===== config.mk =====
export PLATFORM = sky130hd
export DESIGN_NAME = xmodem_checksum_sender
export DESIGN_NICKNAME = d
export VERILOG_FILES = /design/src/hw/rtl/xmcs_pkg.sv /design/src/hw/rtl/xmcs_ram.sv /design/src/hw/rtl/xmodem_checksum_sender.sv
export SDC_FILE = /design/constraint.sdc
export NUM_CORES = 1
export LEC_CHECK = 0
export BUFFER_PORTS_ARGS = -buffer_cell sky130_fd_sc_hd__buf_2
export CAP_MARGIN = 20
export CORE_ASPECT_RATIO = 0.75
export CORE_MARGIN = 2
export CORE_UTILIZATION = 46
export CTS_BUF_LIST = sky130_fd_sc_hd__clkbuf_2
export CTS_CLUSTER_SIZE = 16
export DETAILED_ROUTE_END_ITERATION = 6
export SLEW_MARGIN = 20
export SYNTH_ARGS = -nofsm -noshare
export SYNTH_HDL_FRONTEND = slang
export SYNTH_SLANG_ARGS = --single-unit

===== constraint.sdc =====
create_clock -name aclk -period 8.7 [get_ports aclk]
set_input_delay 0.435 -clock aclk [delete_from_list [all_inputs] [get_ports aclk]]
set_output_delay 0.435 -clock aclk [all_outputs]
set_load 0.05 [all_outputs]

===== src/hw/rtl/xmcs_pkg.sv =====
package xmcs_pkg;

    // Block geometry
    localparam int BLOCK_BYTES = 128;
    localparam int ADDR_W      = $clog2(BLOCK_BYTES);
    localparam int FRAME_HDR   = 3;
    localparam logic [7:0] BLOCK_LEN   = 8'(BLOCK_BYTES);
    localparam logic [7:0] FRAME_LAST  = 8'(FRAME_HDR + BLOCK_BYTES);

    // Link symbols
    localparam logic [7:0] SYM_SOH = 8'h01;
    localparam logic [7:0] SYM_EOT = 8'h04;
    localparam logic [7:0] SYM_ACK = 8'h06;
    localparam logic [7:0] SYM_NAK = 8'h15;
    localparam logic [7:0] SYM_CAN = 8'h18;
    localparam logic [7:0] SYM_PAD = 8'h1A;

    // Frame positions before the data bytes
    localparam logic [7:0] POS_SOH  = 8'd0;
    localparam logic [7:0] POS_BLK  = 8'd1;
    localparam logic [7:0] POS_NBLK = 8'd2;

    // Position inside the EOT phase
    localparam logic [7:0] EOT_PENDING = 8'd0;
    localparam logic [7:0] EOT_SENT    = 8'd1;

    localparam logic [7:0] RETRY_RESET = 8'd10;

    typedef enum logic [1:0] {
        MODE_DATA = 2'd0,
        MODE_RX   = 2'd1,
        MODE_SLOT = 2'd2,
        MODE_END  = 2'd3
    } mode_t;

    typedef enum logic [2:0] {
        PH_LOAD       = 3'd0,
        PH_SEND       = 3'd1,
        PH_WAIT       = 3'd2,
        PH_EOT        = 3'd3,
        PH_DONE       = 3'd4,
        PH_FAIL_RETRY = 3'd5,
        PH_FAIL_IRREG = 3'd6,
        PH_FAIL_EOT   = 3'd7
    } phase_t;

    typedef enum logic [2:0] {
        ST_BUSY        = 3'd0,
        ST_READY       = 3'd1,
        ST_DONE        = 3'd2,
        ST_FAIL_RETRY  = 3'd3,
        ST_FAIL_IRREG  = 3'd4,
        ST_FAIL_EOT    = 3'd5
    } status_t;

    // Where the transmitted byte comes from
    typedef enum logic [1:0] {
        TXB_LIT = 2'd0,
        TXB_MEM = 2'd1,
        TXB_SUM = 2'd2
    } txb_src_t;

    // Result beat held in the output stage
    typedef struct packed {
        logic       tx_valid;
        txb_src_t   src;
        logic [7:0] lit;
        logic       sum_clr;
        logic       sum_add;
        status_t    status;
        logic [7:0] block_number;
        logic [7:0] retry_count;
    } beat_t;

endpackage


===== src/hw/rtl/xmcs_ram.sv =====
module xmcs_ram #(
    parameter int WIDTH = 8,
    parameter int DEPTH = 128
) (
    input  logic                     aclk,
    input  logic                     wr_en,
    input  logic [$clog2(DEPTH)-1:0] wr_addr,
    input  logic [WIDTH-1:0]         wr_data,
    input  logic                     rd_en,
    input  logic [$clog2(DEPTH)-1:0] rd_addr,
    output logic [WIDTH-1:0]         rd_data
);

    logic [WIDTH-1:0] mem [DEPTH];
    logic [WIDTH-1:0] rd_data_reg;

    // Write port and registered read port
    always_ff @(posedge aclk) begin
        if (wr_en) begin
            mem[wr_addr] <= wr_data;
        end
        if (rd_en) begin
            rd_data_reg <= mem[rd_addr];
        end
    end

    assign rd_data = rd_data_reg;

endmodule


===== src/hw/rtl/xmodem_checksum_sender.sv =====
// XMODEM sender with 128-byte blocks and an 8-bit byte-sum checksum. Each input
// beat carries a kind on s_tuser (0 payload byte, 1 byte received from the link,
// 2 transmit slot, 3 end of data) and a byte on s_tdata, and every input beat
// yields exactly one result beat holding tx_valid, tx_byte, status, the block
// number and the resend count after that event. Payload bytes fill a 128-entry
// block store; a frame is sent one byte per transmit slot (SOH, block number,
// its complement, 128 data bytes with 0x1A padding, checksum) once the
// receiver's first NAK has been seen. The block takes one beat per clock when the
// sink keeps up: the control state updates in the accept cycle and the store is
// read through its single registered read port, whose data lands directly in the
// output stage; the checksum accumulates as data beats leave. A new beat is
// accepted whenever the output stage is empty or being drained.
module xmodem_checksum_sender
    import xmcs_pkg::*;
(
    input  logic        aclk,
    input  logic        aresetn,
    input  logic        s_tvalid,
    output logic        s_tready,
    input  logic [7:0]  s_tdata,   // [7:0] data_byte
    input  logic [1:0]  s_tuser,   // [1:0] mode
    output logic        m_tvalid,
    input  logic        m_tready,
    output logic [31:0] m_tdata,   // [0] tx_valid, [8:1] tx_byte, [11:9] status,
                                   // [19:12] block_number, [27:20] retry_count
    input  logic        cfg_valid,
    output logic        cfg_ready,
    input  logic [7:0]  cfg_data   // [7:0] retry_limit
);

    phase_t     phase_reg, phase_next;
    logic [7:0] fill_reg, fill_next;
    logic [7:0] pos_reg, pos_next;
    logic [7:0] blk_reg, blk_next;
    logic [7:0] retry_reg, retry_next;
    logic       nak_seen_reg, nak_seen_next;
    logic       ended_reg, ended_next;
    logic [7:0] limit_reg;
    logic [7:0] sum_reg;
    logic       out_valid_reg;
    beat_t      out_reg, beat_next;

    logic              accept;
    logic              out_fire;
    mode_t             mode;
    logic              wr_en;
    logic [7:0]        data_pos;
    logic [7:0]        rd_data;
    logic [7:0]        tx_byte;

    assign accept   = s_tvalid && s_tready;
    assign out_fire = out_valid_reg && m_tready;
    assign s_tready = !out_valid_reg || m_tready;
    assign cfg_ready = 1'b1;
    assign mode     = mode_t'(s_tuser);
    assign data_pos = pos_reg - 8'(FRAME_HDR);

    xmcs_ram #(
        .WIDTH (8),
        .DEPTH (BLOCK_BYTES)
    ) u_store (
        .aclk    (aclk),
        .wr_en   (wr_en),
        .wr_addr (fill_reg[ADDR_W-1:0]),
        .wr_data (s_tdata),
        .rd_en   (accept),
        .rd_addr (data_pos[ADDR_W-1:0]),
        .rd_data (rd_data)
    );

    function automatic status_t status_of(phase_t ph, logic ended);
        status_t st;
        st = ST_BUSY;
        unique case (ph)
            PH_DONE:       st = ST_DONE;
            PH_FAIL_RETRY: st = ST_FAIL_RETRY;
            PH_FAIL_IRREG: st = ST_FAIL_IRREG;
            PH_FAIL_EOT:   st = ST_FAIL_EOT;
            PH_LOAD:       st = ended ? ST_BUSY : ST_READY;
            default:       st = ST_BUSY;
        endcase
        return st;
    endfunction

    // Next state and result beat for the accepted input
    always_comb begin
        phase_next    = phase_reg;
        fill_next     = fill_reg;
        pos_next      = pos_reg;
        blk_next      = blk_reg;
        retry_next    = retry_reg;
        nak_seen_next = nak_seen_reg;
        ended_next    = ended_reg;
        wr_en         = 1'b0;

        beat_next          = '0;
        beat_next.src      = TXB_LIT;

        if (accept && phase_reg < PH_DONE) begin
            unique case (mode)
                MODE_DATA: begin
                    if (phase_reg == PH_LOAD && !ended_reg && fill_reg < BLOCK_LEN) begin
                        wr_en     = 1'b1;
                        fill_next = fill_reg + 8'd1;
                        if (fill_next >= BLOCK_LEN) begin
                            phase_next = PH_SEND;
                            pos_next   = POS_SOH;
                        end
                    end
                end
                MODE_END: begin
                    if (!ended_reg && phase_reg <= PH_WAIT) begin
                        ended_next = 1'b1;
                        if (phase_reg == PH_LOAD) begin
                            pos_next   = POS_SOH;
                            phase_next = (fill_reg != 8'd0) ? PH_SEND : PH_EOT;
                        end
                    end
                end
                MODE_RX: begin
                    if (!nak_seen_reg) begin
                        if (s_tdata == SYM_NAK) begin
                            nak_seen_next = 1'b1;
                        end
                    end else if (phase_reg == PH_WAIT) begin
                        if (s_tdata == SYM_ACK) begin
                            blk_next   = blk_reg + 8'd1;
                            retry_next = 8'd0;
                            fill_next  = 8'd0;
                            pos_next   = POS_SOH;
                            phase_next = ended_reg ? PH_EOT : PH_LOAD;
                        end else if (s_tdata == SYM_NAK) begin
                            if (retry_reg == limit_reg) begin
                                beat_next.tx_valid = 1'b1;
                                beat_next.lit      = SYM_CAN;
                                phase_next         = PH_FAIL_RETRY;
                            end else begin
                                retry_next = retry_reg + 8'd1;
                                pos_next   = POS_SOH;
                                phase_next = PH_SEND;
                            end
                        end else begin
                            beat_next.tx_valid = 1'b1;
                            beat_next.lit      = SYM_CAN;
                            phase_next         = PH_FAIL_IRREG;
                        end
                    end else if (phase_reg == PH_EOT && pos_reg == EOT_SENT) begin
                        if (s_tdata == SYM_ACK) begin
                            phase_next = PH_DONE;
                        end else begin
                            beat_next.tx_valid = 1'b1;
                            beat_next.lit      = SYM_CAN;
                            phase_next         = PH_FAIL_EOT;
                        end
                    end
                end
                MODE_SLOT: begin
                    if (nak_seen_reg && phase_reg == PH_SEND) begin
                        beat_next.tx_valid = 1'b1;
                        if (pos_reg == POS_SOH) begin
                            beat_next.lit     = SYM_SOH;
                            beat_next.sum_clr = 1'b1;
                        end else if (pos_reg == POS_BLK) begin
                            beat_next.lit = blk_reg;
                        end else if (pos_reg == POS_NBLK) begin
                            beat_next.lit = ~blk_reg;
                        end else if (pos_reg < FRAME_LAST) begin
                            beat_next.sum_add = 1'b1;
                            if (data_pos < fill_reg) begin
                                beat_next.src = TXB_MEM;
                            end else begin
                                beat_next.lit = SYM_PAD;
                            end
                        end else begin
                            beat_next.src = TXB_SUM;
                        end
                        if (pos_reg >= FRAME_LAST) begin
                            pos_next   = POS_SOH;
                            phase_next = PH_WAIT;
                        end else begin
                            pos_next = pos_reg + 8'd1;
                        end
                    end else if (nak_seen_reg && phase_reg == PH_EOT
                                 && pos_reg == EOT_PENDING) begin
                        beat_next.tx_valid = 1'b1;
                        beat_next.lit      = SYM_EOT;
                        pos_next           = EOT_SENT;
                    end
                end
                default: ;
            endcase
        end

        beat_next.status       = status_of(phase_next, ended_next);
        beat_next.block_number = blk_next;
        beat_next.retry_count  = retry_next;
    end

    // Advance control state
    always_ff @(posedge aclk) begin
        if (!aresetn) begin
            phase_reg    <= PH_LOAD;
            fill_reg     <= 8'd0;
            pos_reg      <= 8'd0;
            blk_reg      <= 8'd1;
            retry_reg    <= 8'd0;
            nak_seen_reg <= 1'b0;
            ended_reg    <= 1'b0;
            limit_reg    <= RETRY_RESET;
        end else begin
            phase_reg    <= phase_next;
            fill_reg     <= fill_next;
            pos_reg      <= pos_next;
            blk_reg      <= blk_next;
            retry_reg    <= retry_next;
            nak_seen_reg <= nak_seen_next;
            ended_reg    <= ended_next;
            if (cfg_valid && cfg_ready) begin
                limit_reg <= cfg_data;
            end
        end
    end

    // Hold the result beat until the sink takes it
    always_ff @(posedge aclk) begin
        if (!aresetn) begin
            out_valid_reg <= 1'b0;
        end else if (accept) begin
            out_valid_reg <= 1'b1;
        end else if (m_tready) begin
            out_valid_reg <= 1'b0;
        end
    end

    always_ff @(posedge aclk) begin
        if (accept) begin
            out_reg <= beat_next;
        end
    end

    // Accumulate the checksum as data beats leave
    always_ff @(posedge aclk) begin
        if (out_fire) begin
            if (out_reg.sum_clr) begin
                sum_reg <= 8'd0;
            end else if (out_reg.sum_add) begin
                sum_reg <= sum_reg + tx_byte;
            end
        end
    end

    // Select the transmitted byte
    always_comb begin
        case (out_reg.src)
            TXB_MEM: tx_byte = rd_data;
            TXB_SUM: tx_byte = sum_reg;
            default: tx_byte = out_reg.lit;
        endcase
    end

    assign m_tvalid = out_valid_reg;
    assign m_tdata  = {4'd0, out_reg.retry_count, out_reg.block_number,
                       out_reg.status, tx_byte, out_reg.tx_valid};

endmodule

==> flow_metrics.py, run 1 <==
metrics = {
    "run_status": {
        "status": "finished, final reports clean",
    },
    "routing": {
        "ant_nets": 0,
        "first_iter_violations": 3036,
        "vias_per_cell": 5.93,
        "wl_per_cell_um": 27.1,
        "vias": 25946,
        "drc": 0,
        "drt_wl_total_mm": 118,
        "dr.pass1.iters": 5,
    },
    "timing": {
        "post-route-period-util_pct": 57.7,
        "rsz0062_at_grt": "false",
        "setup_tns_ns": 0,
        "max_slew_margin_pct": 22.4,
        "max_freq_mhz": 199,
        "worst_pin_slew_ns": 1.16,
        "final_max_slew_viol_count": 0,
        "timing_hold_violations_final": 0,
        "setup_viol": 0,
        "fin_skew_ns": 0.127,
        "fin_crit_ns": 5.02,
    },
    "final_layout": {
        "final_nets": 2949,
        "final_util_pct": 51.2,
        "drive_gt1_share_pct": 25.6,
        "multiInputGateArea_mm2": 0.0115,
        "nFillCells": 8161,
        "area_growth_pct": 9.81,
        "largest_reg_flops": 1024,
        "seq_area_mm2": 0.0331,
        "design_area_mm2": 0.0500,
    },
    "power_and_ir_drop": {
        "power.total_uw": 9650,
        "p_leak_uw": 0.0160,
        "vdd_drop_max_uv": 138,
        "powerDensity_mw_per_mm2": 193,
    },
    "global_routing": {
        "grt.overflow.total": 0,
        "grt.total_usage_pct": 23.4,
        "grt_pass1_wl_mm": 173,
        "grt_pass1_vias": 26522,
        "grt_max_degree": 116,
        "antenna_found_initial": 9,
    },
    "critical_path": {
        "critPathCapture": "u_store.rd_data[3]$_DFFE_PP_",
        "crit_path_end_kind": "flip-flop",
        "cp.arrival_ns": 6.17,
        "cp-startpoint": "pos_reg[0]$_SDFFE_PN0P_",
        "rr_endpoint": "u_store.rd_data[3]$_DFFE_PP_",
        "rr_worst_depth": 9,
        "crit_type": "flip-flop to flip-flop",
        "crit_family": "buffers and inverters",
        "r2r-start": "pos_reg[0]$_SDFFE_PN0P_",
        "cp_cell_sequence": "inv_1 -> ha_4 -> buf_4 -> buf_4 -> mux4_2 -> nor2_1 -> nor2_1 -> o211ai_1 -> nand4_1",
        "path_depth": 9,
        "cp_slowest_cell": "ha_4",
        "critPathMaxFanout": 63,
        "critPathMaxStageDelay_ns": 1.00,
        "critPathBufInv": 3,
        "critPathRequiredTime_ns": 9.85,
        "crit_path_start_kind": "flip-flop",
        "reg2reg_setup_slack_ns": 3.68,
    },
    "clocking": {
        "cts-root-buf": "clkbuf_2",
        "cts_sinks": 1118,
        "postCtsSetupBuffers": 0,
        "clk_pin_slew_ns": 0.11,
        "cts_buffer_depth": 4,
        "insertion_delay_ns": 1.54,
        "hold_buffers": 71,
        "cts_tree": "built",
        "htree_levels": 5,
        "cts_buffers": 283,
        "postCtsResizedCells": 0,
    },
    "floorplan": {
        "die-area_mm2": 0.102,
        "rows": 99,
        "die_y_um": 276,
        "initial_core_util_pct": 46.6,
        "io_pins": 58,
        "die_w_um": 367,
        "core_mm2": 0.0976,
    },
    "placed_design": {
        "routabilityCongestion": 0.837,
        "io_buffers": 52,
        "dpl.hpwl_mm": 67.5,
        "dpl-instance-area_mm2": 0.0470,
    },
    "yosys": {
        "synth_top_family_by_area": "multiplexers",
        "yosysWarningCount": 0,
        "synthMuxAreaShare_pct": 13.0,
        "syn_inst": 2623,
        "async_flop_share_pct": 0,
        "synth_seq_cells": 1118,
        "yosysSeqAreaShare_pct": 72.7,
        "yosys.area_share.simple_pct": 6.79,
        "synth_compound_area_share_pct": 3.84,
        "syn-cell-area_mm2": 0.0455,
        "synth_fa_ha_area_share_pct": 0.814,
        "synth_top_flop_cell": "edfxtp_1",
        "synth_edf_count": 1072,
        "ys_types": 67,
        "syn-mean-instance-area_um2": 17.4,
        "synth_xor_area_share_pct": 0.635,
    },
    "min_path": {
        "hp-class": "primary input to flip-flop",
    },
    "flow_run": {
        "max_cap_violations": 0,
    },
}
## layout make-up
type	instances	share of cell area [%]
antenna	3	0.0150
clock buffer	391	3.92
clock inverter	57	0.591
inverter	30	0.230
multi-input combinational	1303	23.0
sequential	1118	66.3
tap	1313	3.29
timing repair buffer	161	2.70
## per-layer routing
layer | routed length (um) | share of wire, % | vias up | track usage (%)
met5 | 40 | 0.034 | - | 0
met4 | 2520 | 2.1 | 6 | 8.34
met2 | 53000 | 45 | 1404 | 34.3
li1 | - | - | 11039 | -
met3 | 13300 | 11 | 184 | 7.18
met1 | 49600 | 42 | 13313 | 33.2
## logic make-up (layout without fill, tap and decap cells)
group,after synthesis,after routing
flip-flops,1118,1118
AND/OR/NAND/NOR,704,704
buffers and inverters,205,639
adder cells (fa/ha/maj),29,29
other,2,8
AO/OA/AOI/OAI,262,262
multiplexers,270,270
XOR/XNOR,33,33
## stage by stage
step	cells	setup WS [ns]	hold slack (ns)
final	4376	3.68	0.225
after global routing	4376	3.42	0.166
after CTS	4373	3.66	0.00719
after detailed placement	3854	3.74	0.517
after global placement	3854	3.80	0.500
after floorplan	2626	4.58	0.462
## Yosys cell counts, drive strengths merged (4+ instances only)
cell type	instances	area [um^2]
edfxtp	1072	32200
nor2	472	1770
mux4	256	5770
buf	100	597
o22ai	100	626
clkbuf	75	282
nand2	62	235
dfxtp	46	921
and3	38	239
a21oi	35	179
o211ai	34	255
inv	30	113
o21ai	30	150
ha	28	350
nand3	27	135
and2	22	138
nand4	19	119
xor2	17	149
xnor2	16	140
nor3	15	75.1
mux2i	11	110
o2111ai	10	87.6
a22oi	8	60.1
nor2b	8	50.1
or4	7	56.3
a21o	6	45.0
nand4b	6	52.6
nor4	6	52.6
or3	6	37.5
or2	5	31.3
a31oi	4	25.0
a41oi	4	35.0
nand2b	4	25.0
o211a	4	40.0
o21a	4	30.0
## worst min-delay path by stage
stage               cells after the start                      endpoint  slack, ns                 startpoint
floorplan                               2     limit_reg[1]$_SDFFE_PN1P_       0.46  limit_reg[1]$_SDFFE_PN1P_
global placement                        2     limit_reg[5]$_SDFFE_PN0P_       0.50  limit_reg[5]$_SDFFE_PN0P_
detailed placement                      2     limit_reg[5]$_SDFFE_PN0P_       0.52  limit_reg[5]$_SDFFE_PN0P_
CTS                                     2  u_store.mem[13][1]$_DFFE_PP_      0.007                 s_tdata[1]
global route                            2  u_store.mem[96][1]$_DFFE_PP_       0.17                 s_tdata[1]
finish                                  2  u_store.mem[48][1]$_DFFE_PP_       0.22                 s_tdata[1]
## report_power, final
group / internal [uW] / switching, uW
logic: 136 / 265
registers: 5900 / 15.2
clock network: 1280 / 2060
total: 7310 / 2340
## cell usage in the layout (no fill, tap or decap), types with 14 or more instances in the layout
cell           count
o21ai_0           27
dlygate4sd3_1     67
mux4_2           256
nand4_1           19
buf_2             44
nor2_1           470
dfxtp_1           45
xnor2_1           16
o211ai_1          34
clkinv_1          50
xor2_1            16
nand3_1           26
and3_1            37
inv_1             29
ha_1              27
buf_4             44
nand2_1           59
clkbuf_2         391
a21oi_1           33
o22ai_1          100
edfxtp_1        1072
nor3_1            14
No activity file was read; power rests on OpenSTA's default activity.
==> run 2: changes to the inputs <==
clock period = 4.8 ns   (was 8.7 ns; I/O delays follow)
==> flow_metrics.py, run 2 (synthesis gave the netlist of run 1 again) <==
metrics = {
    "run_status": {
        "status": "finished, final reports clean",
    },
    "timing": {
        "worst_pin_slew_ns": 1.12,
        "timing_hold_violations_final": 0,
        "fin_skew_ns": 0.147,
        "final_max_slew_viol_count": 0,
        "setup_viol": 0,
        "max_slew_margin_pct": 25.5,
        "post-route-period-util_pct": 83.9,
        "max_freq_mhz": 248,
        "rsz0062_at_grt": "false",
        "setup_tns_ns": 0,
        "fin_crit_ns": 4.03,
    },
    "floorplan": {
        "die_w_um": 367,
        "die-area_mm2": 0.102,
        "die_y_um": 276,
        "io_pins": 58,
        "core_mm2": 0.0976,
        "initial_core_util_pct": 46.6,
        "rows": 99,
    },
    "routing": {
        "first_iter_violations": 2967,
        "dr.pass1.iters": 6,
        "drc": 0,
        "ant_nets": 0,
        "wl_per_cell_um": 26.8,
        "vias": 25988,
        "vias_per_cell": 5.92,
        "drt_wl_total_mm": 118,
    },
    "clocking": {
        "clk_pin_slew_ns": 0.11,
        "postCtsResizedCells": 0,
        "cts_buffer_depth": 4,
        "cts_buffers": 283,
        "cts_tree": "built",
        "htree_levels": 5,
        "hold_buffers": 69,
        "postCtsSetupBuffers": 0,
        "insertion_delay_ns": 1.61,
        "cts_sinks": 1118,
        "cts-root-buf": "clkbuf_2",
    },
    "critical_path": {
        "critPathMaxStageDelay_ns": 0.70,
        "critPathMostFrequentCell": "nor2_1",
        "crit_type": "flip-flop to flip-flop",
        "crit_family": "simple AND/OR/NAND/NOR gates",
        "critPathBufInv": 1,
        "cp_cell_sequence": "or4_4 -> nor2_1 -> nand3_1 -> nor2_1 -> nand3_1 -> buf_4 -> nor2_1",
        "cp.arrival_ns": 5.15,
        "crit_path_end_kind": "flip-flop",
        "critPathMaxFanout": 12,
        "crit_path_start_kind": "flip-flop",
        "critPathRequiredTime_ns": 5.92,
        "cp_slowest_cell": "nor2_1",
    },
    "final_layout": {
        "largest_reg_flops": 1024,
        "nFillCells": 8142,
        "final_nets": 2967,
        "final_common_cell": "edfxtp_1",
        "drive_gt1_share_pct": 26.3,
        "design_area_mm2": 0.0501,
        "final_cell_mix": "edfxtp_1 (1,072), nor2_1 (469), clkbuf_2 (392), mux4_2 (256), o22ai_1 (100)",
        "area_growth_pct": 10.2,
    },
    "power_and_ir_drop": {
        "powerDensity_mw_per_mm2": 347,
        "p_leak_uw": 0.0162,
        "vdd_drop_max_uv": 214,
        "power.total_uw": 17400,
    },
    "global_routing": {
        "grt_max_degree": 129,
        "grt_pass1_wl_mm": 173,
        "antenna_found_initial": 6,
        "grt.overflow.total": 0,
        "grt_pass1_vias": 26329,
        "grt.total_usage_pct": 23.3,
    },
    "placed_design": {
        "dpl.hpwl_mm": 69.9,
        "io_buffers": 52,
        "routabilityCongestion": 0.852,
        "dpl-instance-area_mm2": 0.0472,
    },
    "min_path": {
        "hp-class": "primary input to flip-flop",
    },
    "flow_run": {
        "max_cap_violations": 0,
    },
}
-- run 2: worst paths after layout --
path	startpoint	end	slack (ns)	cells past startpoint
max	phase_reg[1]$_SDFF_PN0_	u_store.mem[58][7]$_DFFE_PP_	0.77	7
max reg2reg	phase_reg[1]$_SDFF_PN0_	u_store.mem[58][7]$_DFFE_PP_	0.77	7
min reg2reg	retry_reg[7]$_SDFF_PN0_	retry_reg[7]$_SDFF_PN0_	0.55	2
min	s_tdata[0]	nak_seen_reg$_SDFFE_PN0P_	0.19	6
-- run 2: per-stage QoR --
step	hold slack [ns]	util, %	setup slack, ns	std cells
after global placement	0.465	48.4	0.942	3874
after detailed placement	0.469	48.4	0.915	3874
after global routing	0.169	51.4	0.656	4389
final	0.192	51.4	0.773	4391
after CTS	0.0105	51.4	0.915	4387
after floorplan	0.339	-	0.677	2626
-- run 2: cell type report --
class                           count  area, um^2  share of cell area [%]
Sequential cell                  1118       33100                    66.0
Multi-Input combinational cell   1303       11500                    22.9
Clock buffer                      392        1960                    3.91
Tap cell                         1313        1640                    3.28
Timing Repair Buffer              179        1550                    3.09
Clock inverter                     52         254                   0.507
Inverter                           30         115                   0.230
Antenna cell                        4        10.0                  0.0200
-- run 2: routing by layer --
| metal | share of wire, % | track usage, % | vias to the layer above |
|---|---|---|---|
| met5 | 0.0094 | 0 | - |
| met4 | 2.3 | 8.58 | 2 |
| met3 | 11 | 6.47 | 177 |
| met2 | 44 | 33.4 | 1312 |
| met1 | 43 | 34.3 | 13434 |
| li1 | - | - | 11063 |
-- run 2: report_power, final --
group / total [uW] / internal (uW) / switching, uW
sequential: 10700 / 10700 / 28.0
combinational: 741 / 249 / 492
clock: 5940 / 2270 / 3670
total: 17400 / 13200 / 4200
-- run 2: worst register-to-register path: stages (launching register included) --
cell	delay (ns)
dfxtp_1	0.44
or4_4	0.60
nor2_1	0.21
nand3_1	0.20
nor2_1	0.34
nand3_1	0.69
buf_4	0.49
nor2_1	0.70
